[src/windowed_sample_statistics_macros.svh]
// Assertion macros shared by the windowed sample statistics RTL.
`ifndef WINDOWED_SAMPLE_STATISTICS_MACROS_SVH
`define WINDOWED_SAMPLE_STATISTICS_MACROS_SVH

// Same-cycle implication, sampled on clk, off while in reset.
`define WSS_ASSERT_IMP(label, ante, cons, msg) \
    label: assert property (@(posedge clk) disable iff (!rst_n) (ante) |-> (cons)) \
        else $error(msg);

// Next-cycle implication, sampled on clk, off while in reset.
`define WSS_ASSERT_NXT(label, ante, cons, msg) \
    label: assert property (@(posedge clk) disable iff (!rst_n) (ante) |=> (cons)) \
        else $error(msg);

`endif

[src/wss_pkg.sv]
// Package: transaction types and fixed constants for the sample statistics block.
`default_nettype none

package wss_pkg;

    localparam int WORD_W    = 32;
    localparam int COUNT_W   = 7;
    localparam int STEP_W    = 5;
    localparam logic [COUNT_W-1:0] COUNT_MAX = 7'd127;

    typedef struct packed {
        logic [WORD_W-1:0] frame_number;
        logic [WORD_W-1:0] sample_value;
    } item_t;

    typedef struct packed {
        logic [WORD_W-1:0]  last_value;
        logic [WORD_W-1:0]  window_min;
        logic [WORD_W-1:0]  window_max;
        logic [WORD_W-1:0]  window_mean;
        logic [COUNT_W-1:0] valid_count;
    } stats_t;

endpackage

`default_nettype wire

[src/wss_ram.sv]
// Generic simple dual-port RAM, one write port, one registered read port.
`default_nettype none

module wss_ram #(
    parameter int WIDTH = 32,
    parameter int DEPTH = 64
) (
    input  wire logic                     clk,
    input  wire logic                     we,
    input  wire logic [$clog2(DEPTH)-1:0] waddr,
    input  wire logic [WIDTH-1:0]         wdata,
    input  wire logic [$clog2(DEPTH)-1:0] raddr,
    output logic      [WIDTH-1:0]         rdata
);

    logic [WIDTH-1:0] mem [DEPTH];

    always_ff @(posedge clk)
    begin
        if (we)
        begin
            mem[waddr] <= wdata;
        end
        rdata <= mem[raddr];
    end

endmodule

`default_nettype wire

[src/wss_div.sv]
// Restoring divider, one quotient bit per cycle, 32-bit quotient.
`default_nettype none

module wss_div #(
    parameter int DIV_W = 7
) (
    input  wire logic                      clk,
    input  wire logic                      rst_n,
    input  wire logic                      start,
    input  wire logic [DIV_W-1:0]          dividend_hi,
    input  wire logic [wss_pkg::WORD_W-1:0] dividend_lo,
    input  wire logic [DIV_W-1:0]          divisor,
    output logic                           busy,
    output logic                           last,
    output logic      [wss_pkg::WORD_W-1:0] quotient,
    output logic      [DIV_W-1:0]          remainder
);

    // dividend_hi must be below divisor so the quotient fits in 32 bits
    logic [DIV_W-1:0]            rem_reg, rem_next;
    logic [wss_pkg::WORD_W-1:0]  quo_reg, quo_next;
    logic [DIV_W-1:0]            dsr_reg, dsr_next;
    logic [wss_pkg::STEP_W-1:0]  cnt_reg, cnt_next;
    logic                        busy_reg, busy_next;
    logic [DIV_W:0]              shifted;
    logic                        ge;

    assign shifted = {rem_reg, quo_reg[wss_pkg::WORD_W-1]};
    assign ge      = shifted >= {1'b0, dsr_reg};
    assign last    = busy_reg && (cnt_reg == {wss_pkg::STEP_W{1'b1}});

    always_comb
    begin
        rem_next  = rem_reg;
        quo_next  = quo_reg;
        dsr_next  = dsr_reg;
        cnt_next  = cnt_reg;
        busy_next = busy_reg;
        if (start)
        begin
            rem_next  = dividend_hi;
            quo_next  = dividend_lo;
            dsr_next  = divisor;
            cnt_next  = '0;
            busy_next = 1'b1;
        end
        else if (busy_reg)
        begin
            rem_next = ge ? DIV_W'(shifted - {1'b0, dsr_reg}) : shifted[DIV_W-1:0];
            quo_next = {quo_reg[wss_pkg::WORD_W-2:0], ge};
            cnt_next = cnt_reg + 1'b1;
            if (last)
            begin
                busy_next = 1'b0;
            end
        end
    end

    always_ff @(posedge clk or negedge rst_n)
    begin
        if (!rst_n)
        begin
            busy_reg <= 1'b0;
            cnt_reg  <= '0;
        end
        else
        begin
            busy_reg <= busy_next;
            cnt_reg  <= cnt_next;
        end
    end

    always_ff @(posedge clk)
    begin
        rem_reg <= rem_next;
        quo_reg <= quo_next;
        dsr_reg <= dsr_next;
    end

    assign busy      = busy_reg;
    assign quotient  = quo_reg;
    assign remainder = rem_reg;

endmodule

`default_nettype wire

[src/wss_acc.sv]
// Scan accumulator: min, max, sum and count of nonzero ring entries.
`default_nettype none

module wss_acc #(
    parameter int CNT_W = 7
) (
    input  wire logic                                  clk,
    input  wire logic                                  rst_n,
    input  wire logic                                  clear,
    input  wire logic                                  en,
    input  wire logic [wss_pkg::WORD_W-1:0]            value,
    output logic      [wss_pkg::WORD_W-1:0]            min_val,
    output logic      [wss_pkg::WORD_W-1:0]            max_val,
    output logic      [wss_pkg::WORD_W+CNT_W-1:0]      sum,
    output logic      [CNT_W-1:0]                      count
);

    localparam int SUM_W = wss_pkg::WORD_W + CNT_W;

    logic [wss_pkg::WORD_W-1:0] min_reg, min_next;
    logic [wss_pkg::WORD_W-1:0] max_reg, max_next;
    logic [SUM_W-1:0]           sum_reg, sum_next;
    logic [CNT_W-1:0]           count_reg, count_next;

    always_comb
    begin
        min_next   = min_reg;
        max_next   = max_reg;
        sum_next   = sum_reg;
        count_next = count_reg;
        if (clear)
        begin
            min_next   = '1;
            max_next   = '0;
            sum_next   = '0;
            count_next = '0;
        end
        else if (en && (value != '0))
        begin
            if (value < min_reg)
            begin
                min_next = value;
            end
            if (value > max_reg)
            begin
                max_next = value;
            end
            sum_next   = sum_reg + SUM_W'(value);
            count_next = count_reg + 1'b1;
        end
    end

    always_ff @(posedge clk or negedge rst_n)
    begin
        if (!rst_n)
        begin
            count_reg <= '0;
        end
        else
        begin
            count_reg <= count_next;
        end
    end

    always_ff @(posedge clk)
    begin
        min_reg <= min_next;
        max_reg <= max_next;
        sum_reg <= sum_next;
    end

    assign min_val = min_reg;
    assign max_val = max_reg;
    assign sum     = sum_reg;
    assign count   = count_reg;

endmodule

`default_nettype wire

[src/windowed_sample_statistics.sv]
// Top level: sliding-window min, max, mean and count over a ring of samples.
//
//  channel | dir | valid       | stall       | payload
//  --------+-----+-------------+-------------+------------------------------
//  item    | in  | item_valid  | item_stall  | item  (frame_number, sample)
//  stats   | out | stats_valid | stats_stall | stats (last, min, max, mean, n)
//
// After reset a clearing pass writes zero to every ring slot, with item_stall
// held high throughout.
// One transaction steps through accept, write, one ring read per cycle, drain,
// divider start, a full divider run for the mean, and result load.
// A depth that is not a power of two adds one more run of the same divider,
// reducing frame_number to a slot first.
// A stalled result holds the sequencer at its final load; no new transaction meanwhile.
`default_nettype none

`include "windowed_sample_statistics_macros.svh"

module windowed_sample_statistics #(
    parameter int HISTORY_DEPTH = 64
) (
    input  wire logic            clk,
    input  wire logic            rst_n,
    input  wire logic            item_valid,
    output logic                 item_stall,
    input  wire wss_pkg::item_t  item,
    output logic                 stats_valid,
    input  wire logic            stats_stall,
    output wss_pkg::stats_t      stats
);

    localparam int  ADDR_W  = $clog2(HISTORY_DEPTH);
    localparam int  CNT_W   = $clog2(HISTORY_DEPTH + 1);
    localparam int  SUM_W   = wss_pkg::WORD_W + CNT_W;
    localparam int  CW      = (CNT_W > wss_pkg::COUNT_W) ? CNT_W : wss_pkg::COUNT_W;
    localparam bit  IS_POW2 = (HISTORY_DEPTH & (HISTORY_DEPTH - 1)) == 0;
    localparam logic [ADDR_W-1:0] LAST_IDX = ADDR_W'(HISTORY_DEPTH - 1);

    typedef enum logic [8:0] {
        ST_CLEAR  = 9'b0_0000_0001,
        ST_IDLE   = 9'b0_0000_0010,
        ST_MOD    = 9'b0_0000_0100,
        ST_WRITE  = 9'b0_0000_1000,
        ST_SCAN   = 9'b0_0001_0000,
        ST_TAIL   = 9'b0_0010_0000,
        ST_DSTART = 9'b0_0100_0000,
        ST_DIV    = 9'b0_1000_0000,
        ST_FLUSH  = 9'b1_0000_0000
    } state_t;

    state_t                     state_reg, state_next;
    logic [ADDR_W-1:0]          idx_reg, idx_next;
    logic [ADDR_W-1:0]          slot_reg, slot_next;
    logic [wss_pkg::WORD_W-1:0] last_reg, last_next;
    logic                       rd_pend_reg;
    wss_pkg::stats_t            stats_reg, stats_next;
    logic                       stats_valid_reg, stats_valid_next;

    // ring port
    logic                       ram_we;
    logic [ADDR_W-1:0]          ram_waddr;
    logic [wss_pkg::WORD_W-1:0] ram_wdata;
    logic [wss_pkg::WORD_W-1:0] ram_rdata;

    // scan accumulator
    logic                       acc_clear;
    logic [wss_pkg::WORD_W-1:0] acc_min;
    logic [wss_pkg::WORD_W-1:0] acc_max;
    logic [SUM_W-1:0]           acc_sum;
    logic [CNT_W-1:0]           acc_count;

    // shared divider
    logic                       div_start;
    logic                       div_busy;
    logic                       div_last;
    logic [CNT_W-1:0]           div_hi;
    logic [wss_pkg::WORD_W-1:0] div_lo;
    logic [CNT_W-1:0]           div_dsr;
    logic [wss_pkg::WORD_W-1:0] div_quo;
    logic [CNT_W-1:0]           div_rem;

    logic [CW-1:0]              count_ext;
    logic                       out_free;

    wss_ram #(
        .WIDTH (wss_pkg::WORD_W),
        .DEPTH (HISTORY_DEPTH)
    ) u_ring (
        .clk   (clk),
        .we    (ram_we),
        .waddr (ram_waddr),
        .wdata (ram_wdata),
        .raddr (idx_reg),
        .rdata (ram_rdata)
    );

    wss_acc #(
        .CNT_W (CNT_W)
    ) u_acc (
        .clk     (clk),
        .rst_n   (rst_n),
        .clear   (acc_clear),
        .en      (rd_pend_reg),
        .value   (ram_rdata),
        .min_val (acc_min),
        .max_val (acc_max),
        .sum     (acc_sum),
        .count   (acc_count)
    );

    wss_div #(
        .DIV_W (CNT_W)
    ) u_div (
        .clk         (clk),
        .rst_n       (rst_n),
        .start       (div_start),
        .dividend_hi (div_hi),
        .dividend_lo (div_lo),
        .divisor     (div_dsr),
        .busy        (div_busy),
        .last        (div_last),
        .quotient    (div_quo),
        .remainder   (div_rem)
    );

    // Divider operands: frame / depth when a transaction is taken, else sum / count.
    // Whenever the count is nonzero the sum's upper part is below it, so the mean fits 32 bits.
    always_comb
    begin
        if (state_reg == ST_IDLE)
        begin
            div_hi  = '0;
            div_lo  = item.frame_number;
            div_dsr = CNT_W'(HISTORY_DEPTH);
        end
        else
        begin
            div_hi  = acc_sum[SUM_W-1:wss_pkg::WORD_W];
            div_lo  = acc_sum[wss_pkg::WORD_W-1:0];
            div_dsr = acc_count;
        end
    end

    // Ring write: zeros during the clearing pass, the new sample otherwise.
    assign ram_we    = (state_reg == ST_CLEAR) || (state_reg == ST_WRITE);
    assign ram_wdata = (state_reg == ST_CLEAR) ? '0 : last_reg;
    always_comb
    begin
        if (state_reg == ST_CLEAR)
        begin
            ram_waddr = idx_reg;
        end
        else if (IS_POW2)
        begin
            ram_waddr = slot_reg;
        end
        else
        begin
            ram_waddr = div_rem[ADDR_W-1:0];
        end
    end

    assign out_free   = !stats_valid_reg || !stats_stall;
    assign count_ext  = CW'(acc_count);
    assign item_stall = (state_reg != ST_IDLE);

    // Sequencer
    always_comb
    begin
        state_next       = state_reg;
        idx_next         = idx_reg;
        slot_next        = slot_reg;
        last_next        = last_reg;
        stats_next       = stats_reg;
        stats_valid_next = stats_valid_reg && stats_stall;
        div_start        = 1'b0;
        acc_clear        = 1'b0;
        unique case (state_reg)
            ST_CLEAR:
            begin
                if (idx_reg == LAST_IDX)
                begin
                    idx_next   = '0;
                    state_next = ST_IDLE;
                end
                else
                begin
                    idx_next = idx_reg + 1'b1;
                end
            end
            ST_IDLE:
            begin
                if (item_valid)
                begin
                    last_next = item.sample_value;
                    slot_next = item.frame_number[ADDR_W-1:0];
                    if (IS_POW2)
                    begin
                        state_next = ST_WRITE;
                    end
                    else
                    begin
                        div_start  = 1'b1;
                        state_next = ST_MOD;
                    end
                end
            end
            ST_MOD:
            begin
                if (div_last)
                begin
                    state_next = ST_WRITE;
                end
            end
            ST_WRITE:
            begin
                acc_clear  = 1'b1;
                idx_next   = '0;
                state_next = ST_SCAN;
            end
            ST_SCAN:
            begin
                if (idx_reg == LAST_IDX)
                begin
                    idx_next   = '0;
                    state_next = ST_TAIL;
                end
                else
                begin
                    idx_next = idx_reg + 1'b1;
                end
            end
            ST_TAIL:
            begin
                // last ring word lands in the accumulator here
                state_next = ST_DSTART;
            end
            ST_DSTART:
            begin
                div_start  = 1'b1;
                state_next = ST_DIV;
            end
            ST_DIV:
            begin
                if (div_last)
                begin
                    state_next = ST_FLUSH;
                end
            end
            ST_FLUSH:
            begin
                if (out_free)
                begin
                    stats_next.last_value = last_reg;
                    if (acc_count == '0)
                    begin
                        stats_next.window_min  = '0;
                        stats_next.window_max  = '0;
                        stats_next.window_mean = '0;
                    end
                    else
                    begin
                        stats_next.window_min  = acc_min;
                        stats_next.window_max  = acc_max;
                        stats_next.window_mean = div_quo;
                    end
                    stats_next.valid_count = (count_ext > CW'(wss_pkg::COUNT_MAX))
                                           ? wss_pkg::COUNT_MAX
                                           : wss_pkg::COUNT_W'(count_ext);
                    stats_valid_next = 1'b1;
                    state_next       = ST_IDLE;
                end
            end
            default:
            begin
                state_next = ST_IDLE;
            end
        endcase
    end

    always_ff @(posedge clk or negedge rst_n)
    begin
        if (!rst_n)
        begin
            state_reg       <= ST_CLEAR;
            idx_reg         <= '0;
            rd_pend_reg     <= 1'b0;
            stats_valid_reg <= 1'b0;
        end
        else
        begin
            state_reg       <= state_next;
            idx_reg         <= idx_next;
            rd_pend_reg     <= (state_reg == ST_SCAN);
            stats_valid_reg <= stats_valid_next;
        end
    end

    always_ff @(posedge clk)
    begin
        slot_reg  <= slot_next;
        last_reg  <= last_next;
        stats_reg <= stats_next;
    end

    assign stats_valid = stats_valid_reg;
    assign stats       = stats_reg;

    // Checks
    `WSS_ASSERT_IMP(a_result_from_flush, $rose(stats_valid_reg), $past(state_reg == ST_FLUSH), "result loaded outside flush")
    `WSS_ASSERT_IMP(a_div_runs_in_div, (state_reg == ST_DIV) || (state_reg == ST_MOD), div_busy, "divider idle while awaited")
    `WSS_ASSERT_IMP(a_count_bound, 1'b1, 32'(acc_count) <= 32'(HISTORY_DEPTH), "nonzero count beyond depth")
    `WSS_ASSERT_IMP(a_min_le_max, (state_reg == ST_FLUSH) && (acc_count != '0), acc_min <= acc_max, "window min above max")
    `WSS_ASSERT_NXT(a_scan_follows_write, state_reg == ST_WRITE, (state_reg == ST_SCAN) && (idx_reg == '0), "scan did not start at slot zero")

endmodule

`default_nettype wire

[config.mk]
export PLATFORM = sky130hd
export DESIGN_NAME = windowed_sample_statistics
export DESIGN_NICKNAME = d
export VERILOG_FILES = /design/src/wss_pkg.sv /design/src/wss_ram.sv /design/src/wss_div.sv /design/src/wss_acc.sv /design/src/windowed_sample_statistics.sv
export VERILOG_INCLUDE_DIRS = /design/src /design/src/src
export SDC_FILE = /design/constraint.sdc
export NUM_CORES = 2
export LEC_CHECK = 0
export BUFFER_PORTS_ARGS = -buffer_cell sky130_fd_sc_hd__buf_2
export CORE_UTILIZATION = 50
export DETAILED_ROUTE_END_ITERATION = 12
export PLACE_DENSITY = 0.8
export SKIP_CTS_REPAIR_TIMING = 1
export SLEW_MARGIN = 20
export SYNTH_ARGS = -nofsm -noshare
export SYNTH_HDL_FRONTEND = slang
export SYNTH_SLANG_ARGS = --single-unit
[constraint.sdc]
create_clock -name clk -period 11.35 [get_ports clk]
set_input_delay 1.135 -clock clk [delete_from_list [all_inputs] [get_ports clk]]
set_output_delay 1.135 -clock clk [all_outputs]
set_load 0.03 [all_outputs]
==> summary.txt <==
Clock tree
  • CTS buffer count: 217
  • Clock slew at reported path FFs: 0.07 ns
  • H-tree level count: 4
  • Worst skew pair latency: around 0.87 ns
  • CTS tree: built
  • Clock Root Buffer: clkbuf_16
  • Clk buf depth: 3
  • Clock sink count: 2431

Global routing
  • Vias in the first global route: 49.5k
  • GRT Total Usage: 0.255
  • Grt total ovfl: 0
  • First-pass GRT wire length: ~350 mm
  • Pin count of the biggest net entering global routing: 122
  • Initial antenna violation count: 14

Placement
  • HPWL after DPL: 123 mm
  • Port Buffers: around 180
  • Gpl congestion: 0.845

Power
  • Worst VDD drop: 0.183 mV
  • Pwr dens: 218 nW/um^2
  • LEAKAGE: roughly 34 nW

Routing
  • Drt total wl: approximately 250 mm
  • DRT antenna net count: 0
  • Drc violations: 0
  • Iter 0 DRT Violations: 6866
  • Via count: 49.1k
  • DR WL/cell: 32.7 um
  • Vias per cell: 6.51
  • Pre-antenna DRT Iters: 12

Layout
  • Share of cells above drive strength 1: 0.277
  • Syn-to-layout area delta: 12.1%
  • Most common cell after layout, fill and taps aside: edfxtp_1
  • Max FFs per register: 2048
  • Fillers: 12.9k
  • Final nets: 5034
  • Commonest cells after routing, fill and taps aside: edfxtp_1 (2267), mux4_2 (665), clkbuf_16 (218)

Setup path
  • Critical path capture point type: flop
  • CP max stage delay: just over 0.9 ns
  • Reg2Reg Launch Point: idx_reg[1]$_DFFE_PN0P_
  • Setup Crit Path Kind: flop to flop
  • Crit path cell chain: buf_4 -> buf_4 -> mux4_2 -> mux4_2 -> mux2i_1 -> a21oi_1
  • Crit path max-delay cell type: dfrtp_4
  • Crit-path max FO: 59
  • CP arrival: 5.40 ns
  • Reg2Reg Setup Slack: 6.65 ns
  • Worst Reg-to-Reg Cells: 6
  • R2r endpoint: u_ring.rdata[8]$_DFF_P_
  • Startpoint Class: flop
  • Required @ worst endpoint: ~12 ns

Yosys
  • Synth Cell Area: between 90000 and 100000 um^2
  • Post-synth EDFFs: 2267
  • Post-synth ARST share: 0.0119
  • Sequential-to-total area share from yosys stat: 0.752
  • Synth unique cells: 76
  • Post-synthesis register bit count: 2431
  • Cells after Synth: 4587
  • Avg Synthesized Cell Area: between 20 and 25 um^2
  • Synth warn: 0
  • Ys flop type: edfxtp_1
  • Syn nets: ~4.8k

STA
  • Worst rel slew slack: 0.184
  • Final worst clock skew: around 0.036 ns
  • Final setup fails: 0
  • Final period utilization: 0.414
  • Minimum clock period after layout: 4.70 ns
  • Fin. Hold Viols: 0
  • Peak Freq: 213 MHz
  • Worst Tran Pin Value: 1.22 ns
  • WHS: 0.298 ns
  • Fin. max-slew vios: 0
  • Setup TNS: 0 ns
  • RSZ-0062 raised after global routing: no

Die
  • Row count: 159
  • Chip height: between 400 and 500 um
  • Core Area: 188000 um^2
  • Chip width: between 400 and 500 um
  • Initial Util: 0.505
  • # IOs: slightly above 200
  • Die area: 192000 um^2

Flow run
  • Max Cap Viol: 0

Run status
  • Status: finished, final reports clean

Worst hold path
  • Hold Crit Class: input pin to asynchronous set/reset pin
routing by layer:
| layer | part of all wire | track usage | up-vias | wire length, um |
|---|---|---|---|---|
| met5 | 0.00042 | 0 | - | 103 |
| met4 | 0.047 | 0.111 | 16 | 11500 |
| met3 | 0.10 | 0.0568 | 709 | 25300 |
| met2 | 0.51 | 0.432 | 3643 | 125000 |
| met1 | 0.34 | 0.316 | 25368 | 84800 |
| li1 | - | - | 19358 | - |
metrics by stage:
step	setup WS (ns)	instances	total power, mW	utilization	instance area [um^2]
2_1_floorplan	4.35	4587	14.5	-	95100
3_3_place_gp	6.78	7129	15.8	0.529	99600
3_5_place_dp	6.79	7129	16.0	0.529	99600
4_1_cts	6.72	7538	23.2	0.565	107000
5_1_grt	6.44	7542	23.9	0.566	107000
6_report	6.65	7544	23.2	0.566	107000
worst max-delay path, delay by kind of cell, from the launching register on:
family | cells | cell delay [ns]
flops | 1 | 0.93
mux | 3 | 1.62
buf+inv | 2 | 1.61
compound gates | 1 | 0.21
how the worst max path moves through the flow:
stage	from	end	slack [ns]	cells past startpoint
2_1_floorplan	stats_stall	stats[0]$_SDFFCE_PN1P_	4.35	2
3_3_place_gp	idx_reg[0]$_DFFE_PN0P_	u_ring.rdata[20]$_DFF_P_	6.78	5
3_5_place_dp	idx_reg[0]$_DFFE_PN0P_	u_ring.rdata[20]$_DFF_P_	6.79	5
4_1_cts	idx_reg[0]$_DFFE_PN0P_	u_ring.rdata[10]$_DFF_P_	6.72	5
5_1_grt	idx_reg[0]$_DFFE_PN0P_	u_ring.rdata[10]$_DFF_P_	6.44	5
6_report	idx_reg[1]$_DFFE_PN0P_	u_ring.rdata[8]$_DFF_P_	6.65	6
cell type report:
type                            count  area [um^2]  area share
Antenna cell                        2         5.00   0.0000469
Clock buffer                      279         5810      0.0545
Clock inverter                    130         1090      0.0103
Inverter                           86          323     0.00303
Multi-Input combinational cell   1837        22900       0.215
Sequential cell                  2431        71500       0.671
Tap cell                         2495         3120      0.0293
Timing Repair Buffer              284         1810      0.0169
power by group:
part | leakage [nW] | internal, mW | switching, mW
Clock | 3.41 | 3.93 | 3.33
Combinational | 8.54 | 2.01 | 2.79
Sequential | 21.9 | 10.7 | 0.455
cell families after synthesis:
logic type               synth area share
AO/OA/AOI/OAI                      0.0218
multiplexers                        0.160
adder cells (fa/ha/maj)            0.0145
XOR/XNOR                          0.00414
buffers and inverters              0.0135
AND/OR/NAND/NOR                    0.0350
flip-flops                          0.752
synth_stat cells, types with 6 or more instances:
cell,instances,share of area
edfxtp_1,2267,0.72
mux4_2,665,0.16
nand2_1,208,0.0082
clkbuf_1,147,0.0058
and2_1,138,0.0091
dfxtp_1,135,0.028
nor2_1,127,0.0050
ha_1,107,0.014
a21oi_1,96,0.0051
inv_1,85,0.0034
buf_2,59,0.0031
nand3_1,58,0.0031
o21ai_0,49,0.0026
a21o_1,42,0.0033
nor3_1,39,0.0021
a31oi_1,38,0.0025
o31ai_1,33,0.0026
dfrtp_1,28,0.0074
xnor2_1,28,0.0026
buf_1,25,0.00099
nand4_1,24,0.0016
xor2_1,17,0.0016
nand2b_1,16,0.0011
nor2b_1,16,0.0011
and3_1,13,0.00085
mux2i_1,13,0.0014
nor4_1,11,0.00072
o21a_1,8,0.00063
a211oi_1,7,0.00055
mux2_2,6,0.00071
or3_1,6,0.00039
No activity file was read; power rests on OpenSTA's default activity.
